--- config.mk ---
export PLATFORM = sky130hd
export DESIGN_NAME = rate_aware_pressure_step_guard
export DESIGN_NICKNAME = d
export VERILOG_FILES = /design/src/hw/rtl/rapsg_pkg.sv /design/src/hw/rtl/rapsg_cfg_regs.sv /design/src/hw/rtl/rapsg_judge.sv /design/src/hw/rtl/rate_aware_pressure_step_guard.sv
export SDC_FILE = /design/constraint.sdc
export NUM_CORES = 2
export LEC_CHECK = 0
export BUFFER_PORTS_ARGS = -buffer_cell sky130_fd_sc_hd__buf_2
export CAP_MARGIN = 20
export CELL_PAD_IN_SITES_DETAIL_PLACEMENT = 1
export CELL_PAD_IN_SITES_GLOBAL_PLACEMENT = 2
export CORE_AREA = 5 5 296 414
export CTS_BUF_LIST = sky130_fd_sc_hd__clkbuf_8
export DETAILED_ROUTE_END_ITERATION = 6
export DIE_AREA = 0 0 301 419
export GPL_ROUTABILITY_DRIVEN = 1
export PLACE_DENSITY = 0.95
export REMOVE_ABC_BUFFERS = 1
export SLEW_MARGIN = 20
export SYNTH_ARGS = -nofsm -noshare
export SYNTH_HDL_FRONTEND = slang
export SYNTH_SLANG_ARGS = --single-unit
--- constraint.sdc ---
create_clock -name i_clk -period 15.95 [get_ports i_clk]
set_clock_uncertainty 0.15 [all_clocks]
set_input_delay 0 -clock i_clk [delete_from_list [all_inputs] [get_ports i_clk]]
set_output_delay 0 -clock i_clk [all_outputs]
set_load 0.01 [all_outputs]
--- src/hw/rtl/rapsg_pkg.sv ---
`timescale 1ns / 1ps

package rapsg_pkg;

    localparam int PRESSURE_W = 21;
    localparam int TIME_W     = 32;
    localparam int RATE_W     = 20;
    localparam int COUNT_W    = 32;
    localparam int CFG_IDX_W  = 3;
    localparam int CFG_DATA_W = 21;

    // The rate term is (rate * dt) >> RATE_SHIFT.
    localparam int RATE_SHIFT = 20;
    localparam int PROD_W     = RATE_W + TIME_W;
    localparam int ALLOW_W    = PROD_W - RATE_SHIFT + 1;

    localparam logic [PRESSURE_W-1:0] MIN_PRESSURE_RST      = PRESSURE_W'(480000);
    localparam logic [PRESSURE_W-1:0] MAX_PRESSURE_RST      = PRESSURE_W'(1760000);
    localparam logic [PRESSURE_W-1:0] HARD_JUMP_RST         = PRESSURE_W'(32000);
    localparam logic [PRESSURE_W-1:0] BASE_JUMP_RST         = PRESSURE_W'(800);
    localparam logic [RATE_W-1:0]     MAX_RATE_RST          = RATE_W'(16000);
    localparam logic [PRESSURE_W-1:0] CONFIRM_TOLERANCE_RST = PRESSURE_W'(320);

    typedef enum logic [1:0] {
        VERDICT_ACCEPT    = 2'd0,
        VERDICT_INVALID   = 2'd1,
        VERDICT_HARD_JUMP = 2'd2,
        VERDICT_RATE      = 2'd3
    } t_verdict;

    typedef enum logic [CFG_IDX_W-1:0] {
        CFG_MIN_PRESSURE      = 3'd0,
        CFG_MAX_PRESSURE      = 3'd1,
        CFG_HARD_JUMP         = 3'd2,
        CFG_BASE_JUMP         = 3'd3,
        CFG_MAX_RATE          = 3'd4,
        CFG_CONFIRM_TOLERANCE = 3'd5,
        CFG_GUARD_ENABLE      = 3'd6
    } t_cfg_idx;

    typedef struct packed {
        logic [PRESSURE_W-1:0] min_pressure;
        logic [PRESSURE_W-1:0] max_pressure;
        logic [PRESSURE_W-1:0] hard_jump;
        logic [PRESSURE_W-1:0] base_jump;
        logic [RATE_W-1:0]     max_rate;
        logic [PRESSURE_W-1:0] confirm_tolerance;
        logic                  guard_enable;
    } t_cfg;

    typedef struct packed {
        logic [PRESSURE_W-1:0] pressure;
        logic [TIME_W-1:0]     timestamp_us;
        logic                  conversion_ok;
        logic                  sample_ready;
    } t_sample;

    typedef struct packed {
        logic                  accepted;
        t_verdict              verdict;
        logic                  step_confirmed;
        logic [PRESSURE_W-1:0] reference_pressure;
        logic [COUNT_W-1:0]    reject_total;
        logic [COUNT_W-1:0]    confirm_total;
        logic [COUNT_W-1:0]    invalid_total;
    } t_result;

endpackage

--- src/hw/rtl/rapsg_cfg_regs.sv ---
`timescale 1ns / 1ps

module rapsg_cfg_regs (
    input  logic                             i_clk,
    input  logic                             i_rst_n,
    input  logic                             i_cfg_we,
    input  logic [rapsg_pkg::CFG_IDX_W-1:0]  i_cfg_idx,
    input  logic [rapsg_pkg::CFG_DATA_W-1:0] i_cfg_data,
    output rapsg_pkg::t_cfg                  o_cfg
);
    import rapsg_pkg::*;

    t_cfg r_cfg;

    always_ff @(posedge i_clk) begin
        if (!i_rst_n) begin
            r_cfg.min_pressure      <= MIN_PRESSURE_RST;
            r_cfg.max_pressure      <= MAX_PRESSURE_RST;
            r_cfg.hard_jump         <= HARD_JUMP_RST;
            r_cfg.base_jump         <= BASE_JUMP_RST;
            r_cfg.max_rate          <= MAX_RATE_RST;
            r_cfg.confirm_tolerance <= CONFIRM_TOLERANCE_RST;
            r_cfg.guard_enable      <= 1'b1;
        end else if (i_cfg_we) begin
            case (t_cfg_idx'(i_cfg_idx))
                CFG_MIN_PRESSURE:      r_cfg.min_pressure      <= i_cfg_data[PRESSURE_W-1:0];
                CFG_MAX_PRESSURE:      r_cfg.max_pressure      <= i_cfg_data[PRESSURE_W-1:0];
                CFG_HARD_JUMP:         r_cfg.hard_jump         <= i_cfg_data[PRESSURE_W-1:0];
                CFG_BASE_JUMP:         r_cfg.base_jump         <= i_cfg_data[PRESSURE_W-1:0];
                CFG_MAX_RATE:          r_cfg.max_rate          <= i_cfg_data[RATE_W-1:0];
                CFG_CONFIRM_TOLERANCE: r_cfg.confirm_tolerance <= i_cfg_data[PRESSURE_W-1:0];
                CFG_GUARD_ENABLE:      r_cfg.guard_enable      <= i_cfg_data[0];
                default: begin
                end
            endcase
        end
    end

    assign o_cfg = r_cfg;

endmodule

--- src/hw/rtl/rapsg_judge.sv ---
`timescale 1ns / 1ps

module rapsg_judge (
    input  logic               i_clk,
    input  logic               i_rst_n,
    input  logic               i_fire,
    input  rapsg_pkg::t_sample i_sample,
    input  rapsg_pkg::t_cfg    i_cfg,
    output rapsg_pkg::t_result o_result
);
    import rapsg_pkg::*;

    function automatic logic [PRESSURE_W-1:0] abs_diff(
        input logic [PRESSURE_W-1:0] a,
        input logic [PRESSURE_W-1:0] b
    );
        logic [PRESSURE_W-1:0] d;
        d = (a >= b) ? (a - b) : (b - a);
        return d;
    endfunction

    logic                  r_ref_valid,   n_ref_valid;
    logic [PRESSURE_W-1:0] r_ref_level,   n_ref_level;
    logic [TIME_W-1:0]     r_ref_time,    n_ref_time;
    logic                  r_cand_valid,  n_cand_valid;
    logic [PRESSURE_W-1:0] r_cand_level,  n_cand_level;
    logic [COUNT_W-1:0]    r_reject_cnt,  n_reject_cnt;
    logic [COUNT_W-1:0]    r_confirm_cnt, n_confirm_cnt;
    logic [COUNT_W-1:0]    r_invalid_cnt, n_invalid_cnt;

    logic                  in_range;
    logic [PRESSURE_W-1:0] delta;
    logic [PRESSURE_W-1:0] cand_diff;
    logic [TIME_W-1:0]     dt;
    logic [PROD_W-1:0]     prod;
    logic [ALLOW_W-1:0]    allow;
    logic                  rate_ok;
    logic                  cand_match;
    t_verdict              verdict;
    logic                  confirmed;

    assign in_range = i_sample.conversion_ok && i_sample.sample_ready &&
                      (i_sample.pressure >= i_cfg.min_pressure) &&
                      (i_sample.pressure <= i_cfg.max_pressure);

    assign delta     = abs_diff(i_sample.pressure, r_ref_level);
    assign cand_diff = abs_diff(i_sample.pressure, r_cand_level);
    assign dt        = i_sample.timestamp_us - r_ref_time;
    assign prod      = PROD_W'(i_cfg.max_rate) * PROD_W'(dt);
    assign allow     = {1'b0, prod[PROD_W-1:RATE_SHIFT]} + ALLOW_W'(i_cfg.base_jump);

    // The cap at hard_jump needs no logic of its own: this test is only used once the
    // step is already known to be within hard_jump.
    assign rate_ok    = ALLOW_W'(delta) <= allow;
    assign cand_match = r_cand_valid && (cand_diff <= i_cfg.confirm_tolerance);

    always_comb begin
        n_ref_valid   = r_ref_valid;
        n_ref_level   = r_ref_level;
        n_ref_time    = r_ref_time;
        n_cand_valid  = r_cand_valid;
        n_cand_level  = r_cand_level;
        n_reject_cnt  = r_reject_cnt;
        n_confirm_cnt = r_confirm_cnt;
        n_invalid_cnt = r_invalid_cnt;
        verdict       = VERDICT_ACCEPT;
        confirmed     = 1'b0;
        if (!in_range) begin
            verdict       = VERDICT_INVALID;
            n_invalid_cnt = r_invalid_cnt + COUNT_W'(1);
        end else if (!i_cfg.guard_enable || !r_ref_valid) begin
            n_ref_valid  = 1'b1;
            n_ref_level  = i_sample.pressure;
            n_ref_time   = i_sample.timestamp_us;
            n_cand_valid = 1'b0;
        end else if (delta > i_cfg.hard_jump) begin
            verdict      = VERDICT_HARD_JUMP;
            n_cand_valid = 1'b1;
            n_cand_level = i_sample.pressure;
            n_reject_cnt = r_reject_cnt + COUNT_W'(1);
        end else if (rate_ok) begin
            if (cand_match) begin
                confirmed     = 1'b1;
                n_confirm_cnt = r_confirm_cnt + COUNT_W'(1);
            end
            n_ref_valid  = 1'b1;
            n_ref_level  = i_sample.pressure;
            n_ref_time   = i_sample.timestamp_us;
            n_cand_valid = 1'b0;
        end else begin
            verdict      = VERDICT_RATE;
            n_cand_valid = 1'b1;
            n_cand_level = i_sample.pressure;
            n_reject_cnt = r_reject_cnt + COUNT_W'(1);
        end
    end

    always_ff @(posedge i_clk) begin
        if (!i_rst_n) begin
            r_ref_valid   <= 1'b0;
            r_ref_level   <= '0;
            r_ref_time    <= '0;
            r_cand_valid  <= 1'b0;
            r_cand_level  <= '0;
            r_reject_cnt  <= '0;
            r_confirm_cnt <= '0;
            r_invalid_cnt <= '0;
        end else if (i_fire) begin
            r_ref_valid   <= n_ref_valid;
            r_ref_level   <= n_ref_level;
            r_ref_time    <= n_ref_time;
            r_cand_valid  <= n_cand_valid;
            r_cand_level  <= n_cand_level;
            r_reject_cnt  <= n_reject_cnt;
            r_confirm_cnt <= n_confirm_cnt;
            r_invalid_cnt <= n_invalid_cnt;
        end
    end

    always_comb begin
        o_result.accepted           = (verdict == VERDICT_ACCEPT);
        o_result.verdict            = verdict;
        o_result.step_confirmed     = confirmed;
        o_result.reference_pressure = n_ref_level;
        o_result.reject_total       = n_reject_cnt;
        o_result.confirm_total      = n_confirm_cnt;
        o_result.invalid_total      = n_invalid_cnt;
    end

    // Once a reference exists it is never dropped.
    a_ref_sticky: assert property (@(posedge i_clk) disable iff (!i_rst_n)
        !$fell(r_ref_valid))
        else $error("reference lost after being established");

    // A confirmed step always consumes the pending candidate.
    a_confirm_clears_cand: assert property (@(posedge i_clk) disable iff (!i_rst_n)
        (i_fire && confirmed) |=> (!r_cand_valid &&
            r_confirm_cnt == $past(r_confirm_cnt) + COUNT_W'(1)))
        else $error("confirmed step did not clear candidate or count");

    // An invalid sample touches only the invalid counter.
    a_invalid_keeps_state: assert property (@(posedge i_clk) disable iff (!i_rst_n)
        (i_fire && verdict == VERDICT_INVALID) |=>
            (r_invalid_cnt == $past(r_invalid_cnt) + COUNT_W'(1) &&
             $stable(r_ref_level) && $stable(r_cand_valid) && $stable(r_reject_cnt)))
        else $error("invalid sample changed guard state");

    // A rejection by the step guard always leaves a pending candidate.
    a_reject_sets_cand: assert property (@(posedge i_clk) disable iff (!i_rst_n)
        (i_fire && (verdict == VERDICT_HARD_JUMP || verdict == VERDICT_RATE)) |=>
            (r_cand_valid && r_reject_cnt == $past(r_reject_cnt) + COUNT_W'(1)))
        else $error("rejected sample not kept as candidate");

endmodule

--- src/hw/rtl/rate_aware_pressure_step_guard.sv ---
`timescale 1ns / 1ps

// Pressure step guard. Each input word carries one pressure sample (1/16 Pa), a wrapping
// microsecond timestamp and two sensor status flags; each produces exactly one result word
// with the verdict, the confirm flag, the reference after this sample and the three running
// counters. The block takes one word per clock while the consumer does not stall. A word
// accepted into the input register is judged there against the guard state, and its result
// moves into the output register once that register is empty or is being drained. The
// longest path is the 20 x 32 bit rate multiply followed by the allowance add and the step
// compare. The output register decouples the two sides: while a result waits for the
// consumer, one more word can still be taken into the input register. Configuration writes
// go to a plain register file and must only be made while the block is empty.
module rate_aware_pressure_step_guard (
    input  logic                             i_clk,
    input  logic                             i_rst_n,

    input  logic                             i_cfg_we,
    input  logic [rapsg_pkg::CFG_IDX_W-1:0]  i_cfg_idx,
    input  logic [rapsg_pkg::CFG_DATA_W-1:0] i_cfg_data,

    input  logic                             i_valid,
    output logic                             o_stall,
    input  logic [rapsg_pkg::PRESSURE_W-1:0] i_pressure,
    input  logic [rapsg_pkg::TIME_W-1:0]     i_timestamp_us,
    input  logic                             i_conversion_ok,
    input  logic                             i_sample_ready,

    output logic                             o_valid,
    input  logic                             i_stall,
    output logic                             o_accepted,
    output logic [1:0]                       o_verdict,
    output logic                             o_step_confirmed,
    output logic [rapsg_pkg::PRESSURE_W-1:0] o_reference_pressure,
    output logic [rapsg_pkg::COUNT_W-1:0]    o_reject_total,
    output logic [rapsg_pkg::COUNT_W-1:0]    o_confirm_total,
    output logic [rapsg_pkg::COUNT_W-1:0]    o_invalid_total
);
    import rapsg_pkg::*;

    t_cfg    cfg;
    t_result judged;

    logic    r_in_valid;
    t_sample r_sample;
    logic    r_out_valid;
    t_result r_result;

    logic    fire;
    logic    in_load;

    // The judged word moves to the output register whenever that register is empty or
    // is being drained in this same cycle.
    assign fire    = r_in_valid && (!r_out_valid || !i_stall);

    // The input register is blocked only when it holds a word that cannot move on.
    assign o_stall = r_in_valid && !fire;
    assign in_load = i_valid && !o_stall;

    rapsg_cfg_regs u_cfg_regs (
        .i_clk      (i_clk),
        .i_rst_n    (i_rst_n),
        .i_cfg_we   (i_cfg_we),
        .i_cfg_idx  (i_cfg_idx),
        .i_cfg_data (i_cfg_data),
        .o_cfg      (cfg)
    );

    rapsg_judge u_judge (
        .i_clk    (i_clk),
        .i_rst_n  (i_rst_n),
        .i_fire   (fire),
        .i_sample (r_sample),
        .i_cfg    (cfg),
        .o_result (judged)
    );

    always_ff @(posedge i_clk) begin
        if (!i_rst_n) begin
            r_in_valid <= 1'b0;
        end else if (in_load) begin
            r_in_valid <= 1'b1;
        end else if (fire) begin
            r_in_valid <= 1'b0;
        end
    end

    always_ff @(posedge i_clk) begin
        if (in_load) begin
            r_sample.pressure      <= i_pressure;
            r_sample.timestamp_us  <= i_timestamp_us;
            r_sample.conversion_ok <= i_conversion_ok;
            r_sample.sample_ready  <= i_sample_ready;
        end
    end

    always_ff @(posedge i_clk) begin
        if (!i_rst_n) begin
            r_out_valid <= 1'b0;
        end else if (fire) begin
            r_out_valid <= 1'b1;
        end else if (!i_stall) begin
            r_out_valid <= 1'b0;
        end
    end

    always_ff @(posedge i_clk) begin
        if (fire) begin
            r_result <= judged;
        end
    end

    assign o_valid              = r_out_valid;
    assign o_accepted           = r_result.accepted;
    assign o_verdict            = r_result.verdict;
    assign o_step_confirmed     = r_result.step_confirmed;
    assign o_reference_pressure = r_result.reference_pressure;
    assign o_reject_total       = r_result.reject_total;
    assign o_confirm_total      = r_result.confirm_total;
    assign o_invalid_total      = r_result.invalid_total;

endmodule

==> reports/qor.yml <==
status: "finished clean"
clk_latency_ps: 810
gp_congestion: 0.907
worst_pin_slew_ps: 1100
cts_tree: "yes"
yosysTopAreaCellShare: 0.224
antenna_found_initial: 2
die_w_um: 301
stdcell_count: 7335
slew-limit-headroom: 0.270
area_delta_synth_final_pct: 12.8
hpwl_um: 115000
core_um2: 119000
hold_violations: 0
start_kind: "flip-flop"
ys_types: 82
synth_edf_count: 176
min_from: "i_cfg_we"
slowest_stage: "nor4_1"
die_area_um2: 126000
cp_max_fo: 13
worst-r2r-cell-count: 50
period_share: 0.939
hold_path_class: "in -> reg"
cts_root_buf: "clkbuf_8"
cts_htree_levels: 3
max_stage_delay_ps: 810
yosysTopAreaCell: "fa_1"
finalMaxSlewViolations: 0
initial_core_util: 0.407
drc: 0
dp.cells: 7012
required_ps: 16430
final.min_clock_period_ps: 14980
synthCells: 5418
viasPerCell: 5.43
whs_ps: 80.4
dr.first_iter.drc_count: 1801
setup_ws_ps: 971
cts_buffer_depth: 3
synthTopCellsByArea: "fa_1 (22%), dfxtp_1 (12%), edfxtp_1 (11%)"
drv_cap: 0
holdPathStages: 5
fin_nets: 6700
final_util: 0.459
yosysWarnings: 0
grt_pass1_vias: 44500
grt_pass1_wl_um: 244000
wl_per_cell_um: 21.0
worst_setup_path_startpoint: "r_sample[2]"
drive_gt1_frac: 0.0818
port_buffers: 206
yosysSeqAreaShare: 0.234
crit_top_cell: "fa_1"
detail-route-antenna-nets: 0
rows: 150
post-cts-setup-buffers: 0
die_h_um: 419
wl_um: 154000
setup_violations: 0
ios: 207
synthesis.area_um2: 48300
crit_type: "reg -> reg"
r2r-start: "r_sample[2]"
cts-buffers-inserted: 83
critPathCaptureType: "flip-flop"
dp_worst_setup_slack_ps: 801
grt_max_degree: 145
fmax_mhz: 66.8
cp_data_arrival_time_ps: 15460
clk_pin_slew_ps: 70
postSynth.asyncResetShare: 0
clock_sinks: 476
avgSynthCellArea_um2: 8.91
rsz0062_at_grt: "no"
via_count: 39800
dr.pass1.iters: 6
ys_ff_latch: 476
synth-main-ff-cell: "dfxtp_1"
track_usage: 0.244
overflow: 0
[final timing paths]
check,slack (ps),end
hold reg to reg,300,u_cfg_regs.o_cfg[25]
setup / recovery,970,o_reference_pressure[2]
setup reg to reg,970,o_reference_pressure[2]
hold / removal,80,u_cfg_regs.o_cfg[0]
[stage by stage]
step,setup TNS (ps),cell area [um2]
global placement,0,50900
floorplan,-90540,47200
detailed placement,0,51000
CTS,0,54400
finish,0,54500
global route,0,54500
[worst max-delay path: cells and delay by family (launching register included)]
kind	cells	cell delay (ps)
AND/OR/NAND/NOR	8	2570
flip-flops	1	350
buffers and inverters	4	560
AO/OA/AOI/OAI	22	4740
adder cells (fa/ha/maj)	12	5170
XOR/XNOR	3	980
multiplexers	1	280
[layout make-up]
type	instances	area (um2)
diodes	3	7.51
clock buffers	97	1340
clock inverters	51	425
fillers	13900	64200
inverters	793	2990
multi-input cells	3875	33100
flip-flops and latches	476	11300
well taps	1596	2000
repair buffers	444	3270
[metal layers]
layer  global-route usage  part of all wire  vias to the layer above
li1                     -                 -                    18100
met1                0.268              0.38                    20500
met2                0.462              0.53                      893
met3               0.0400             0.045                      397
met4                0.102             0.044                        0
met5                    0                 0                        -
[Yosys cell counts, drive strengths merged (140+ instances only)]
master,instances
mux2i,148
nand2,759
edfxtp,176
a21oi,292
inv,793
ha,402
fa,541
and2,277
clkbuf,249
dfxtp,300
nor2,210
a21o,140
[cells in the final DEF, fill, tap and decap left out, types with 36 or more instances in the layout]
cell type and n:
dlygate4sd3_1 172, nor3_1 57, o211ai_1 40, nand3_1 91, nor2_1 206, and3_1 48, o21ai_0 106, clkbuf_8 97
buf_4 65, edfxtp_1 176, o21a_1 41, a21o_1 140, ha_1 402, fa_1 541, a21oi_1 292, nor2b_1 56
buf_2 205, xnor2_1 110, xor2_1 95, nand2_1 759, inv_1 821, dfxtp_1 289, and2_1 277, nor4_1 36
nand4_1 77, mux2i_1 148, nand2b_1 70
[state kept, by name (all words and copies together), names as in the netlist]
signal	flops
o_invalid_total	32
o_reject_total	32
o_accepted	1
o_step_confirmed	1
o_verdict	2
u_judge.r_ref_level	21
o_reference_pressure	21
u_judge.r_ref_valid	1
r_in_valid	1
u_judge.r_ref_time	32
o_valid	1
u_cfg_regs.o_cfg	126
u_judge.r_confirm_cnt	32
u_judge.r_invalid_cnt	32
o_confirm_total	32
u_judge.r_cand_level	21
r_sample	55
u_judge.r_cand_valid	1
u_judge.r_reject_cnt	32
[kinds of logic after synthesis]
logic type	after synthesis	share of synthesized area
compound gates	779	0.103
xor+xnor	214	0.0388
fa+ha+maj	943	0.329
buf+inv	1067	0.0836
flops	476	0.234
mux	157	0.0328
simple gates	1782	0.179
[what timing repair did]
| item | in CTS | in global routing |
|---|---|---|
| setup endpoints to repair | 0 | 27 |
| resized for setup | 0 | 2 |
| hold buffers | 172 | 0 |
| hold endpoints to repair | 282 | 0 |
Power is not shown: default switching activity piles up to over one toggle a cycle in this logic, so the estimate is an artifact.
